## src/nfsa_pkg.sv

```systemverilog
// ----------------------------------------------------------------------------
// nfsa_pkg
// Shared constants and types of the next-fit slot allocator: pool size,
// field widths, operation and status codes, and the per-cell control group.
// ----------------------------------------------------------------------------
package nfsa_pkg;

	localparam int SLOT_COUNT = 16;
	localparam int SLOT_W     = 4;
	localparam int OCC_W      = 5;
	localparam int OP_W       = 2;
	localparam int STATUS_W   = 2;

	localparam logic [OP_W-1:0] OP_REQUEST = 2'd0;
	localparam logic [OP_W-1:0] OP_RELEASE = 2'd1;
	localparam logic [OP_W-1:0] OP_CLEAR   = 2'd2;

	localparam logic [STATUS_W-1:0] ST_OK           = 2'd0;
	localparam logic [STATUS_W-1:0] ST_FULL         = 2'd1;
	localparam logic [STATUS_W-1:0] ST_FREE_RELEASE = 2'd2;

	typedef struct packed {
		logic start;
		logic release_slot;
		logic clear;
	} cell_ctl_t;

endpackage

```

## src/nfsa_cell.sv

```systemverilog
// ----------------------------------------------------------------------------
// nfsa_cell
// One slot of the pool: holds the used mark and the search token. A token
// on a used slot moves to the next cell; a token on a free slot claims it.
// ----------------------------------------------------------------------------
module nfsa_cell (
	input  logic                clk,
	input  logic                arst_n,
	input  nfsa_pkg::cell_ctl_t ctl,
	input  logic                tok_in,
	output logic                used,
	output logic                tok_out,
	output logic                hit
);
	import nfsa_pkg::*;

	logic used_q;
	logic tok_q;

	assign used    = used_q;
	assign hit     = tok_q & ~used_q;
	assign tok_out = tok_q & used_q;

	always_ff @(posedge clk or negedge arst_n) begin
		if (!arst_n) begin
			used_q <= 1'b0;
			tok_q  <= 1'b0;
		end else begin
			tok_q <= ctl.start | tok_in;
			if (ctl.clear || ctl.release_slot) begin
				used_q <= 1'b0;
			end else if (hit) begin
				used_q <= 1'b1;
			end
		end
	end

endmodule

```

## src/nfsa_chain.sv

```systemverilog
// ----------------------------------------------------------------------------
// nfsa_chain
// Ring of slot cells passing the search token forward one cell per cycle,
// with an encoder that turns the claiming cell into a slot number.
// ----------------------------------------------------------------------------
module nfsa_chain (
	input  logic                                           clk,
	input  logic                                           arst_n,
	input  nfsa_pkg::cell_ctl_t [nfsa_pkg::SLOT_COUNT-1:0] ctl,
	output logic [nfsa_pkg::SLOT_COUNT-1:0]                used,
	output logic [nfsa_pkg::SLOT_COUNT-1:0]                tokens,
	output logic                                           hit_any,
	output logic [nfsa_pkg::SLOT_W-1:0]                    hit_idx
);
	import nfsa_pkg::*;

	logic [SLOT_COUNT-1:0] tok_out;
	logic [SLOT_COUNT-1:0] hit;

	for (genvar i = 0; i < SLOT_COUNT; i++) begin : g_cell
		localparam int PREV = (i == 0) ? SLOT_COUNT - 1 : i - 1;
		nfsa_cell u_cell (
			.clk     (clk),
			.arst_n  (arst_n),
			.ctl     (ctl[i]),
			.tok_in  (tok_out[PREV]),
			.used    (used[i]),
			.tok_out (tok_out[i]),
			.hit     (hit[i])
		);
		assign tokens[i] = tok_out[i] | hit[i];
	end

	assign hit_any = |hit;

	always_comb begin
		hit_idx = '0;
		for (int i = 0; i < SLOT_COUNT; i++) begin
			if (hit[i]) begin
				hit_idx = hit_idx | SLOT_W'(i);
			end
		end
	end

endmodule

```

## src/next_fit_slot_allocator.sv

```systemverilog
// ----------------------------------------------------------------------------
// next_fit_slot_allocator
// Next-fit allocator over a pool of slot cells with occupancy count.
// ----------------------------------------------------------------------------
// Answers: release, clear, unused code and full-pool request answer in the cycle
// after acceptance; a granted request answers once the token, stepping over
// the used slots in the cell ring, reaches a free slot and the grant is registered.
// Throughput: one request per cycle while the answer register is free, except
// that a granted request holds the input until the token has found its slot.
// Reset: all slots free, pointer and count zero, at once; no clearing pass.
module next_fit_slot_allocator (
	input  logic        clk,
	input  logic        arst_n,
	input  logic        s_tvalid,
	output logic        s_tready,
	input  logic [7:0]  s_tdata,  // [3:0] slot_index
	input  logic [1:0]  s_tuser,  // [1:0] operation
	output logic        m_tvalid,
	input  logic        m_tready,
	output logic [15:0] m_tdata   // [3:0] granted_slot, [5:4] status, [10:6] occupancy
);
	import nfsa_pkg::*;

	localparam logic [0:0] S_IDLE   = 1'b0;
	localparam logic [0:0] S_SEARCH = 1'b1;

	logic [0:0]          state_q;
	logic                out_valid_q;
	logic [OCC_W-1:0]    count_q;
	logic [SLOT_W-1:0]   ptr_q;
	logic [SLOT_W-1:0]   out_slot_q;
	logic [STATUS_W-1:0] out_status_q;
	logic [OCC_W-1:0]    out_occ_q;

	cell_ctl_t [SLOT_COUNT-1:0] ctl;
	logic [SLOT_COUNT-1:0]      used;
	logic [SLOT_COUNT-1:0]      tokens;
	logic                       hit_any;
	logic [SLOT_W-1:0]          hit_idx;

	logic              acc;
	logic              out_free;
	logic [OP_W-1:0]   op;
	logic [SLOT_W-1:0] idx;
	logic              full;
	logic              start;
	logic              rel_ok;
	logic              grant;
	logic              result_now;

	logic [SLOT_W-1:0]   nxt_slot;
	logic [STATUS_W-1:0] nxt_status;
	logic [OCC_W-1:0]    nxt_occ;

	assign op       = s_tuser;
	assign idx      = s_tdata[SLOT_W-1:0];
	assign full     = (count_q == OCC_W'(SLOT_COUNT));
	assign out_free = ~out_valid_q | m_tready;
	assign s_tready = (state_q == S_IDLE) & out_free;
	assign acc      = s_tvalid & s_tready;
	assign start    = acc & (op == OP_REQUEST) & ~full;
	assign rel_ok   = acc & (op == OP_RELEASE) & used[idx];
	assign grant    = (state_q == S_SEARCH) & hit_any;
	assign result_now = (acc & ~start) | grant;

	assign m_tvalid = out_valid_q;
	assign m_tdata  = {{(16 - SLOT_W - STATUS_W - OCC_W){1'b0}},
		out_occ_q, out_status_q, out_slot_q};

	always_comb begin
		for (int i = 0; i < SLOT_COUNT; i++) begin
			ctl[i].start        = start & (ptr_q == SLOT_W'(i));
			ctl[i].release_slot = rel_ok & (idx == SLOT_W'(i));
			ctl[i].clear        = acc & (op == OP_CLEAR);
		end
	end

	nfsa_chain u_chain (
		.clk     (clk),
		.arst_n  (arst_n),
		.ctl     (ctl),
		.used    (used),
		.tokens  (tokens),
		.hit_any (hit_any),
		.hit_idx (hit_idx)
	);

	always_comb begin
		nxt_slot   = '0;
		nxt_status = ST_OK;
		nxt_occ    = count_q;
		priority if (grant) begin
			nxt_slot = hit_idx;
			nxt_occ  = count_q + OCC_W'(1);
		end else if (op == OP_REQUEST) begin
			nxt_status = ST_FULL;
		end else if (op == OP_RELEASE) begin
			if (used[idx]) begin
				nxt_occ = count_q - OCC_W'(1);
			end else begin
				nxt_status = ST_FREE_RELEASE;
			end
		end else if (op == OP_CLEAR) begin
			nxt_occ = '0;
		end else begin
			nxt_occ = count_q;
		end
	end

	always_ff @(posedge clk or negedge arst_n) begin
		if (!arst_n) begin
			state_q     <= S_IDLE;
			out_valid_q <= 1'b0;
			count_q     <= '0;
			ptr_q       <= '0;
		end else begin
			if (result_now) begin
				out_valid_q <= 1'b1;
			end else if (m_tready) begin
				out_valid_q <= 1'b0;
			end
			if (result_now) begin
				count_q <= nxt_occ;
			end
			unique case (state_q)
				S_IDLE: begin
					if (start) begin
						state_q <= S_SEARCH;
					end
				end
				S_SEARCH: begin
					if (hit_any) begin
						state_q <= S_IDLE;
						ptr_q   <= (hit_idx == SLOT_W'(SLOT_COUNT - 1)) ? '0
							: hit_idx + SLOT_W'(1);
					end
				end
				default: state_q <= S_IDLE;
			endcase
		end
	end

	always_ff @(posedge clk) begin
		if (result_now) begin
			out_slot_q   <= nxt_slot;
			out_status_q <= nxt_status;
			out_occ_q    <= nxt_occ;
		end
	end

	a_count_matches: assert property (@(posedge clk) disable iff (!arst_n)
		count_q == OCC_W'($countones(used)))
		else $error("occupancy count differs from used marks");

	a_one_token: assert property (@(posedge clk) disable iff (!arst_n)
		(state_q == S_SEARCH) |-> $onehot(tokens))
		else $error("search without exactly one token");

	a_idle_no_token: assert property (@(posedge clk) disable iff (!arst_n)
		(state_q == S_IDLE) |-> (tokens == '0))
		else $error("stray token while idle");

	a_search_not_full: assert property (@(posedge clk) disable iff (!arst_n)
		(state_q == S_SEARCH) |-> !full)
		else $error("search running on a full pool");

	a_grant_marks: assert property (@(posedge clk) disable iff (!arst_n)
		grant |=> used[$past(hit_idx)])
		else $error("granted slot not marked used");

endmodule

```

## config.mk

```make
export PLATFORM = sky130hd
export DESIGN_NAME = next_fit_slot_allocator
export DESIGN_NICKNAME = d
export VERILOG_FILES = /design/src/nfsa_pkg.sv /design/src/nfsa_cell.sv /design/src/nfsa_chain.sv /design/src/next_fit_slot_allocator.sv
export SDC_FILE = /design/constraint.sdc
export NUM_CORES = 1
export LEC_CHECK = 0
export ABC_AREA = 1
export BUFFER_PORTS_ARGS = -buffer_cell sky130_fd_sc_hd__buf_2
export CAP_MARGIN = 10
export CELL_PAD_IN_SITES_DETAIL_PLACEMENT = 1
export CELL_PAD_IN_SITES_GLOBAL_PLACEMENT = 2
export CORE_MARGIN = 1.5
export CORE_UTILIZATION = 37
export DETAILED_ROUTE_END_ITERATION = 12
export GPL_TIMING_DRIVEN = 0
export PLACE_DENSITY_LB_ADDON = 0.08
export SYNTH_ARGS = -nofsm -noshare
export SYNTH_HDL_FRONTEND = slang
export SYNTH_SLANG_ARGS = --single-unit
```

## constraint.sdc

```tcl
create_clock -name clk -period 3.9 [get_ports clk]
set_clock_uncertainty 0.2 [all_clocks]
set_input_delay 0.78 -clock clk [delete_from_list [all_inputs] [get_ports clk]]
set_output_delay 0.78 -clock clk [all_outputs]
set_load 0.05 [all_outputs]
```

Word level (Yosys, flattened, before mapping):

Index checks and enable logic that the tools add are counted.

* word-level logic and storage cells: 292
* register bits after elaboration: 54
* bits of input ports: 14
* output and inout bits: 18

* reduce and logical (&&, ||, !) cells: 39
* order comparisons: 1
* bitwise gates (word level): 112
* mux-type cells: 63
* equal/unequal tests: 34
* $add $sub $neg: 3

Operators with widths (number)
* $and A1 B1 Y1: 73
* $eq A4 B4 Y1 const B: 17
* $mux W1: 40
* $mux W4: 9
* $reduce_bool A2 Y1: 17
* $eq A4 B3 Y1 const B: 8
* $mux W5: 5
* $not A1 Y1: 21
* $or A1 B1 Y1: 18
* $eq A4 B2 Y1 const B: 4
* $logic_or A1 B1 Y1: 16
* $reduce_or A16 Y1: 1
* $mux W3: 4
* $eq A4 B1 Y1 const B: 2
* $logic_not A4 Y1: 2
* $mux W2: 3
* $add A5 B1 Y5 const B: 1
* $eq A5 B5 Y1 const B: 1
* $lt A4 B5 Y1 const B: 1
* $sub A5 B1 Y5 const B: 1
* $add A4 B1 Y4 const B: 1
* $bmux W1 S4: 1
* $reduce_or A3 Y1: 1
* $eq A2 B1 Y1 const B: 1
* 4 further kinds: 4

Logic depth before layout (Yosys ltp):

Gate-level depths: netlist (run 1).

* word-level depth: 19
* mapped depth: 15

Modules after synthesis:

From an unflattened synthesis (run 1), not the netlist that was laid out.

* cell total of the unflattened synthesis: 483
* area, all modules: 3305.7 um2

Modules (own cells, without submodules)
* next_fit_slot_allocator: area each 1660.3 um2, instances 1, cells an instance 252
* nfsa_cell: area each 90.1 um2, instances 16, cells an instance 12
* nfsa_chain: area each 203.9 um2, instances 1, cells an instance 39

Worst setup path after synthesis (run 1):

OpenSTA, ideal clock, no wires.

* path type: input -> register
* start point: in m_tready
* end point: reg count_q[2]
* arrival: 2.789 ns
* cell stages on the path: 7
* setup slack: 0.792 ns
* cell sequence: nor2_1 nor2_1 nand2_1 o21ai_2 inv_1 nand2_1 nand2_1

* word-level cells in the longest chain between the ends: 8

RTL lines
* from (decl): RTL line next_fit_slot_allocator.sv:19 `input logic m_tready,`
* $or A1 B1 Y1 (*): RTL line next_fit_slot_allocator.sv:58 `assign out_free = ~out_valid_q | m_tready;`
* $and A1 B1 Y1 (*): RTL line next_fit_slot_allocator.sv:59 `assign s_tready = (state_q == S_IDLE) & out_free;`
* net s_tready: RTL line next_fit_slot_allocator.sv:15 `output logic s_tready,`
* $and A1 B1 Y1 (*): RTL line next_fit_slot_allocator.sv:60 `assign acc = s_tvalid & s_tready;`
* $and A1 B1 Y1 (2 in a row): RTL line next_fit_slot_allocator.sv:61 `assign start = acc & (op == OP_REQUEST) & ~full;`
* $not A1 Y1: RTL line next_fit_slot_allocator.sv:64 `assign result_now = (acc & ~start) | grant;`
* $and A1 B1 Y1 (*): RTL line next_fit_slot_allocator.sv:64
* $or A1 B1 Y1 (*): RTL line next_fit_slot_allocator.sv:64
* net result_now: RTL line next_fit_slot_allocator.sv:49 `logic result_now;`
* to (signal assigned): RTL line next_fit_slot_allocator.sv:123 `count_q <= nxt_occ;`
* to (decl): RTL line next_fit_slot_allocator.sv:29 `logic [OCC_W-1:0] count_q;`

The timed path passes the listed nets; every way through them passes the cells marked *.
A chain may end at the register's enable or synchronous reset.

Worst setup path in the final report (run 1):

* start point: reg count_q[0]
* end point: reg count_q[1]

* word-level cells in the longest chain between the ends: 6

RTL lines
* $eq A5 B5 Y1: RTL line next_fit_slot_allocator.sv:57 `assign full = (count_q == OCC_W'(SLOT_COUNT));`
* $not A1 Y1: RTL line next_fit_slot_allocator.sv:61
* $and A1 B1 Y1: RTL line next_fit_slot_allocator.sv:61
* $not A1 Y1: RTL line next_fit_slot_allocator.sv:64
* $and A1 B1 Y1: RTL line next_fit_slot_allocator.sv:64
* $or A1 B1 Y1: RTL line next_fit_slot_allocator.sv:64
* net result_now: RTL line next_fit_slot_allocator.sv:49

The timed path passes the listed nets, and every way through them passes these cells.

==> results of run 1 <==
## worst min-delay path, cell delays in order, from the launching register on
cell and delay (ns):
dfrtp_1 0.38, nand2_1 0.05, o21ai_0 0.06
## sequential cells by signal, summed over array words and instances (netlist names), 2 cells and up
name	cells
ptr_q	4
out_status_q	2
u_chain.g_cell.u_cell.used	16
out_slot_q	4
count_q	5
u_chain.g_cell.u_cell.tok_q	16
out_occ_q	5
## layer usage
| layer | share of wire | wire, microns | track usage |
|---|---|---|---|
| met2 | 0.45 | 3645 | 0.3192 |
| met3 | 0.031 | 245 | 0.02709 |
| met1 | 0.51 | 4056 | 0.3076 |
| met5 | 0 | 0 | 0 |
| met4 | 0.0095 | 76 | 0.05000 |
## metrics by stage
stage	instances	hold WS [ns]	power, mW	setup WS, ns	utilization
4_1_cts	514	0.3257	1.917	0.9615	0.4284
5_1_grt	514	0.3547	2.038	0.6810	0.4284
2_1_floorplan	383	0.2712	1.370	0.7920	-
3_5_place_dp	506	0.3004	1.578	0.7029	0.4161
6_report	514	0.3181	1.902	0.9921	0.4284
3_3_place_gp	506	0.2913	1.550	0.7633	0.4161
## cell type report
cell class	instances	area, sq um
Buffer	12	102.6
Clock buffer	6	82.58
Clock inverter	2	12.51
Tap cell	102	127.6
Multi-Input combinational cell	253	1234
Inverter	64	240.2
Fill cell	981	4417
Timing Repair Buffer	21	105.1
Sequential cell	54	1406
## logic make-up (layout without fill, tap and decap cells)
family / count (synthesis) / in the layout
xor gates and xnor gates: 4 / 4
adders and majority gates: 2 / 2
other: 1 / 5
DFF: 54 / 54
buffers and inverters: 76 / 105
AOI/OAI and AO/OA: 46 / 46
and+or+nand+nor: 196 / 196
## cell usage in the layout, fill, tap and decap left out, drive strengths merged
cell / synthesis / layout
clkbuf: 1 / 7
xnor2: 1 / 1
buf: 11 / 32
a21oi: 3 / 3
conb: 1 / 5
ha: 2 / 2
o211ai: 16 / 16
nand2: 119 / 119
nand4: 5 / 5
nor2: 26 / 26
dfrtp: 43 / 43
xor2: 3 / 3
and2: 3 / 3
nand3: 39 / 39
nor3: 3 / 3
clkinv: 0 / 1
nor3b: 1 / 1
o21ai: 27 / 27
clkinvlp: 0 / 1
inv: 64 / 64
edfxtp: 11 / 11
## where the power goes
group          total, mW  switching (mW)  internal (mW)
combinational      0.710           0.504          0.206
sequential         0.854           0.130          0.724
clock              0.339           0.196          0.143
total               1.90           0.829           1.07
## worst min-delay path by stage
stage	from	to	depth (start not counted)	slack (ns)
floorplan	u_chain.g_cell[10].u_cell.tok_q	u_chain.g_cell[11].u_cell.tok_q	2	0.27
global placement	u_chain.g_cell[3].u_cell.tok_q	u_chain.g_cell[4].u_cell.tok_q	2	0.29
detailed placement	u_chain.g_cell[3].u_cell.tok_q	u_chain.g_cell[4].u_cell.tok_q	2	0.30
CTS	u_chain.g_cell[3].u_cell.tok_q	u_chain.g_cell[4].u_cell.tok_q	2	0.33
global route	u_chain.g_cell[2].u_cell.tok_q	u_chain.g_cell[3].u_cell.tok_q	2	0.35
finish	u_chain.g_cell[0].u_cell.tok_q	u_chain.g_cell[1].u_cell.tok_q	2	0.32
==> flow_summary.toml, run 1 <==
[status]
status = "complete, no violations"

[drt]
first_pass_iters = 4
routedWlPerCell_microns = 15.61
vias = 2473
drt_iter0_drc = 102
vias_per_cell = 4.811
drtAntennaViolNets = 0
drc = 0
drt_wl_total_mm = 8.024

[global_routing]
track_usage = 0.2074
grt_pass1_vias = 2561
grt_start_max_net_pins = 44
antenna_found_initial = 0
grt_overflow = 0
grt_pass1_wl_mm = 13.50

[die]
ioPinCount = 32
die_area_sq_um = 8567
rows = 32
core_sq_um = 7727
start_util = 0.3841
die_h_microns = 92.56
die_x_microns = 92.56

[job]
max_cap_viol_count = 0

[layout]
diodes = 0
drive_above_1_share = 0.1432
finalInstanceArea_sq_um = 3311
layout.nets = 427
syn_to_final_growth_pct = 11.55

[sta]
finalMaxSlewViolations = 0
period_needed_ns = 2.908
finalHoldViolations = 0
slew_headroom = 0.3144
rsz0062_at_grt = "no"
period_share = 0.7456
worst_slew_pin_slew_ns = 1.028
max_clock_freq_mhz = 343.9
fin_setup_tns_ns = 0
setup_viol = 0

[power_and_ir_drop]
power_density_nw_per_um2 = 574.6
vdd_ir_drop_max_uv = 211.2
p_leak_nw = 1.714

[critical_path]
timing.rr.start = "count_q[0]"
cpPeakStageDelay_ns = 0.73
path_class = "flop to flop"
reg2reg_slack_ns = 0.99
cp.depth = 11
r2r_end = "count_q[1]"
worstPathMaxFanout = 18
setup.worst_path.start = "count_q[0]"
critPathCapture = "count_q[1]"
critPathBufInv = 3
crit_path_end_kind = "flop"
worstPathRequired_ns = 3.91
worst_r2r_path_depth = 11
cpLargestDelayFamily = "compound AO/OA/AOI/OAI gates"
critPathSlowestCell = "o21ai_2"
cpMostUsedCell = "nand2_1"
path_cells = "inv_1, ha_1, nand2_1, nor2_1, nand2_1, nand3_1, inv_1, o21ai_2, inv_1, nand2_1, nand2_1"
startpoint_type = "flop"
critical_path_arrival_ns = 2.91

[clock_network]
cts_buffer_depth = 2
post_cts_resized = 0
clk_latency_ns = 0.31
htreeDepth = 2
cts.sinks = 54
cts_setup_buffers = 0
hold_buffers = 0
clkSlewWorstSetupHoldPaths_ns = 0.11
cts_tree = "built"
cts_buffers = 5
cts_root_buffer = "clkbuf_8"

[logic_synthesis]
postSynthAreaPerCell_sq_um = 7.831
syn_inst = 379
ys_seq_area_frac = 0.4739
synth_top_family_by_area = "simple AND/OR/NAND/NOR gates"
synthesis.area_sq_um = 2968
synthSimpleGateAreaFrac = 0.2917
netlist_top_cells_area = "dfrtp_1 36%, nand2_1 14%, edfxtp_1 11%, inv_1 7.6%, nand3_1 6.6%"
synth.top_cell.area_share = 0.3626
synth_most_common_cell = "nand2_1"
synth_warnings = 0
synth-xor-area-share = 0.01180
ys_types = 28
synthTopCellsByCount = "112 x nand2_1, 60 x inv_1, 43 x dfrtp_1, 39 x nand3_1, 24 x o21ai_0"
synth_largest_area_cell = "dfrtp_1"
synth_compound_area_frac = 0.09739
synthArstFlopShare = 0.7963
synthAdderAreaFrac = 0.008432
synth_seq_cells = 54
synth_edf_count = 11
synth_ff_type = "dfrtp_1"
synthMuxAreaShare = 0

[place]
gp_congestion = 0.8407
io_buffers = 21
dp.final_hpwl_mm = 6.205
place_area_sq_um = 3216

[worst_hold_path]
worstHoldPathType = "flop to flop"
No activity file was read; power rests on OpenSTA's default activity.
==> run 2: changes to the inputs <==
CORE_UTILIZATION = 34   (was 37)
clock period = 3 ns   (was 3.9 ns; I/O delays follow)
==> run 2 against run 1 <==
Compared with the run above: wire length fell by 0.26%; sequential power grew 30%; count of clock-buffer cells in the layout did not move; register-to-register slack worse by 0.66 ns; sequential share of layout area barely moved; worst setup slack got worse by 0.66 ns; sequential cell count unchanged; first-iteration DRC count fell by 31%; combinational power rose by 30%; critical path depth is the same; largest cell class unchanged; highest routed layer unchanged.
==> flow_summary.toml, run 2 (same netlist as run 1, synthesis figures left out) <==
[critical_path]
r2r_end = "count_q[3]"
reg2reg_slack_ns = 0.33
worstPathRequired_ns = 3.01
critical_path_arrival_ns = 2.68
critPathCapture = "count_q[3]"
cp.depth = 11
crit_path_end_kind = "flop"
critPathSlowestCell = "o21ai_4"
startpoint_type = "flop"
worst_r2r_path_depth = 11
path_cells = "inv_1, ha_1, nand2_1, nor2_1, nand2_1, nand3_1, inv_1, o21ai_4, inv_1, nand2_1, nand2_1"
path_class = "flop to flop"
cpMostUsedCell = "nand2_1"
timing.rr.start = "count_q[0]"
cpPeakStageDelay_ns = 0.51
cpLargestDelayFamily = "simple AND/OR/NAND/NOR gates"
worstPathMaxFanout = 18
critPathBufInv = 3
setup.worst_path.start = "count_q[0]"

[layout]
diodes = 0
drive_above_1_share = 0.1432
multiInputGateArea_sq_um = 1244
fill_cells = 1057
layout_commonest_cell = "nand2_1"
regArea_sq_um = 1406
layout.nets = 427
syn_to_final_growth_pct = 11.59
most-common-layout-cells = "112 x nand2_1, 60 x inv_1, 43 x dfrtp_1"

[clock_network]
cts.sinks = 54
cts_root_buffer = "clkbuf_8"
clkSlewWorstSetupHoldPaths_ns = 0.10
htreeDepth = 2
cts_buffer_depth = 2
cts_tree = "built"
cts_setup_buffers = 0
clk_latency_ns = 0.31
cts_buffers = 5

[place]
gp_congestion = 0.7779
dp_slack_ns = -0.05030
dp.final_hpwl_mm = 6.293
io_buffers = 21

[global_routing]
track_usage = 0.1906
grt_pass1_vias = 2490
grt_pass1_wl_mm = 13.07
grt_overflow = 0
grt_start_max_net_pins = 44
antenna_found_initial = 0

[die]
ioPinCount = 32
die_area_sq_um = 9299
rows = 33
start_util = 0.3558
die_h_microns = 96.43
die_x_microns = 96.43
core_sq_um = 8341

[drt]
drt_iter0_drc = 70
drt_wl_total_mm = 8.003
vias_per_cell = 4.807
first_pass_iters = 4
vias = 2485
drc = 0
routedWlPerCell_microns = 15.48
drtAntennaViolNets = 0

[sta]
period_share = 0.8903
setup_viol = 0
period_needed_ns = 2.671
rsz0062_at_grt = "no"
max_clock_freq_mhz = 374.4
slew_headroom = 0.3220
setup_slack_ns = 0.3290
fin_setup_tns_ns = 0
worst_slew_pin_slew_ns = 1.017
finalMaxSlewViolations = 0
finalHoldViolations = 0

[power_and_ir_drop]
vdd_ir_drop_max_uv = 227.7
p_leak_nw = 1.713
power_density_nw_per_um2 = 736.2

[worst_hold_path]
worstHoldPathType = "input pin to asynchronous set/reset pin"

[job]
max_cap_viol_count = 0

[status]
status = "complete, no violations"
## run 2: cell types whose count changed in the layout (fill, tap and decap cells not counted)
cell / delta
clkbuf_1: +1
clkbuf_8: -1
clkinv_2: +1
clkinvlp_4: -1
nor2_1: -1
nor2_2: +1
o21ai_2: -1
o21ai_4: +1
## run 2: final cells by class
cell class,instances,share of cell area
multi-input combinational,253,0.3755
timing repair buffer,21,0.03173
sequential,54,0.4246
tap,105,0.03967
clock inverter,2,0.003022
inverter,64,0.07253
buffer,12,0.03098
clock buffer,6,0.02191
## run 2: stage by stage
stage	instance area, sq um	util	instances	hold slack, ns	total power, mW
global placement	3222	0.3863	509	0.2911	2.026
global route	3312	0.3971	517	0.3179	2.623
CTS	3304	0.3962	517	0.2932	2.472
floorplan	2985	-	383	0.1044	1.785
finish	3312	0.3971	517	0.2631	2.438
detailed placement	3222	0.3863	509	0.3030	2.054
## run 2: what timing repair did
action	4_1_cts	5_1_grt
hold buffers	0	0
endpoints found under the setup margin	0	5
resized for setup	0	1
## run 2: how the worst min path moves through the flow
stage | startpoint | to | slack [ns] | cells after the start
3_3_place_gp | u_chain.g_cell[3].u_cell.tok_q | u_chain.g_cell[4].u_cell.tok_q | 0.29 | 2
5_1_grt | m_tready | m_tvalid | 0.32 | 2
4_1_cts | arst_n | u_chain.g_cell[2].u_cell.used | 0.29 | 1
2_1_floorplan | arst_n | count_q[0] | 0.10 | 0
6_report | arst_n | u_chain.g_cell[2].u_cell.used | 0.26 | 1
3_5_place_dp | u_chain.g_cell[2].u_cell.tok_q | u_chain.g_cell[3].u_cell.tok_q | 0.30 | 2
## run 2: report_power, final
part | internal [mW] | total (mW) | switching, mW
Sequential | 0.941 | 1.11 | 0.171
Clock | 0.163 | 0.402 | 0.239
Combinational | 0.273 | 0.924 | 0.651
Total | 1.38 | 2.44 | 1.06
## run 2: layer usage
metal | wire length (microns) | vias to the layer above | share of wire | global-route usage
met5 | 0 | - | 0 | 0
met4 | 86 | 0 | 0.011 | 0.03986
met3 | 152 | 6 | 0.019 | 0.02347
met2 | 3582 | 21 | 0.45 | 0.2975
met1 | 4181 | 1198 | 0.52 | 0.2827
li1 | - | 1260 | - | -
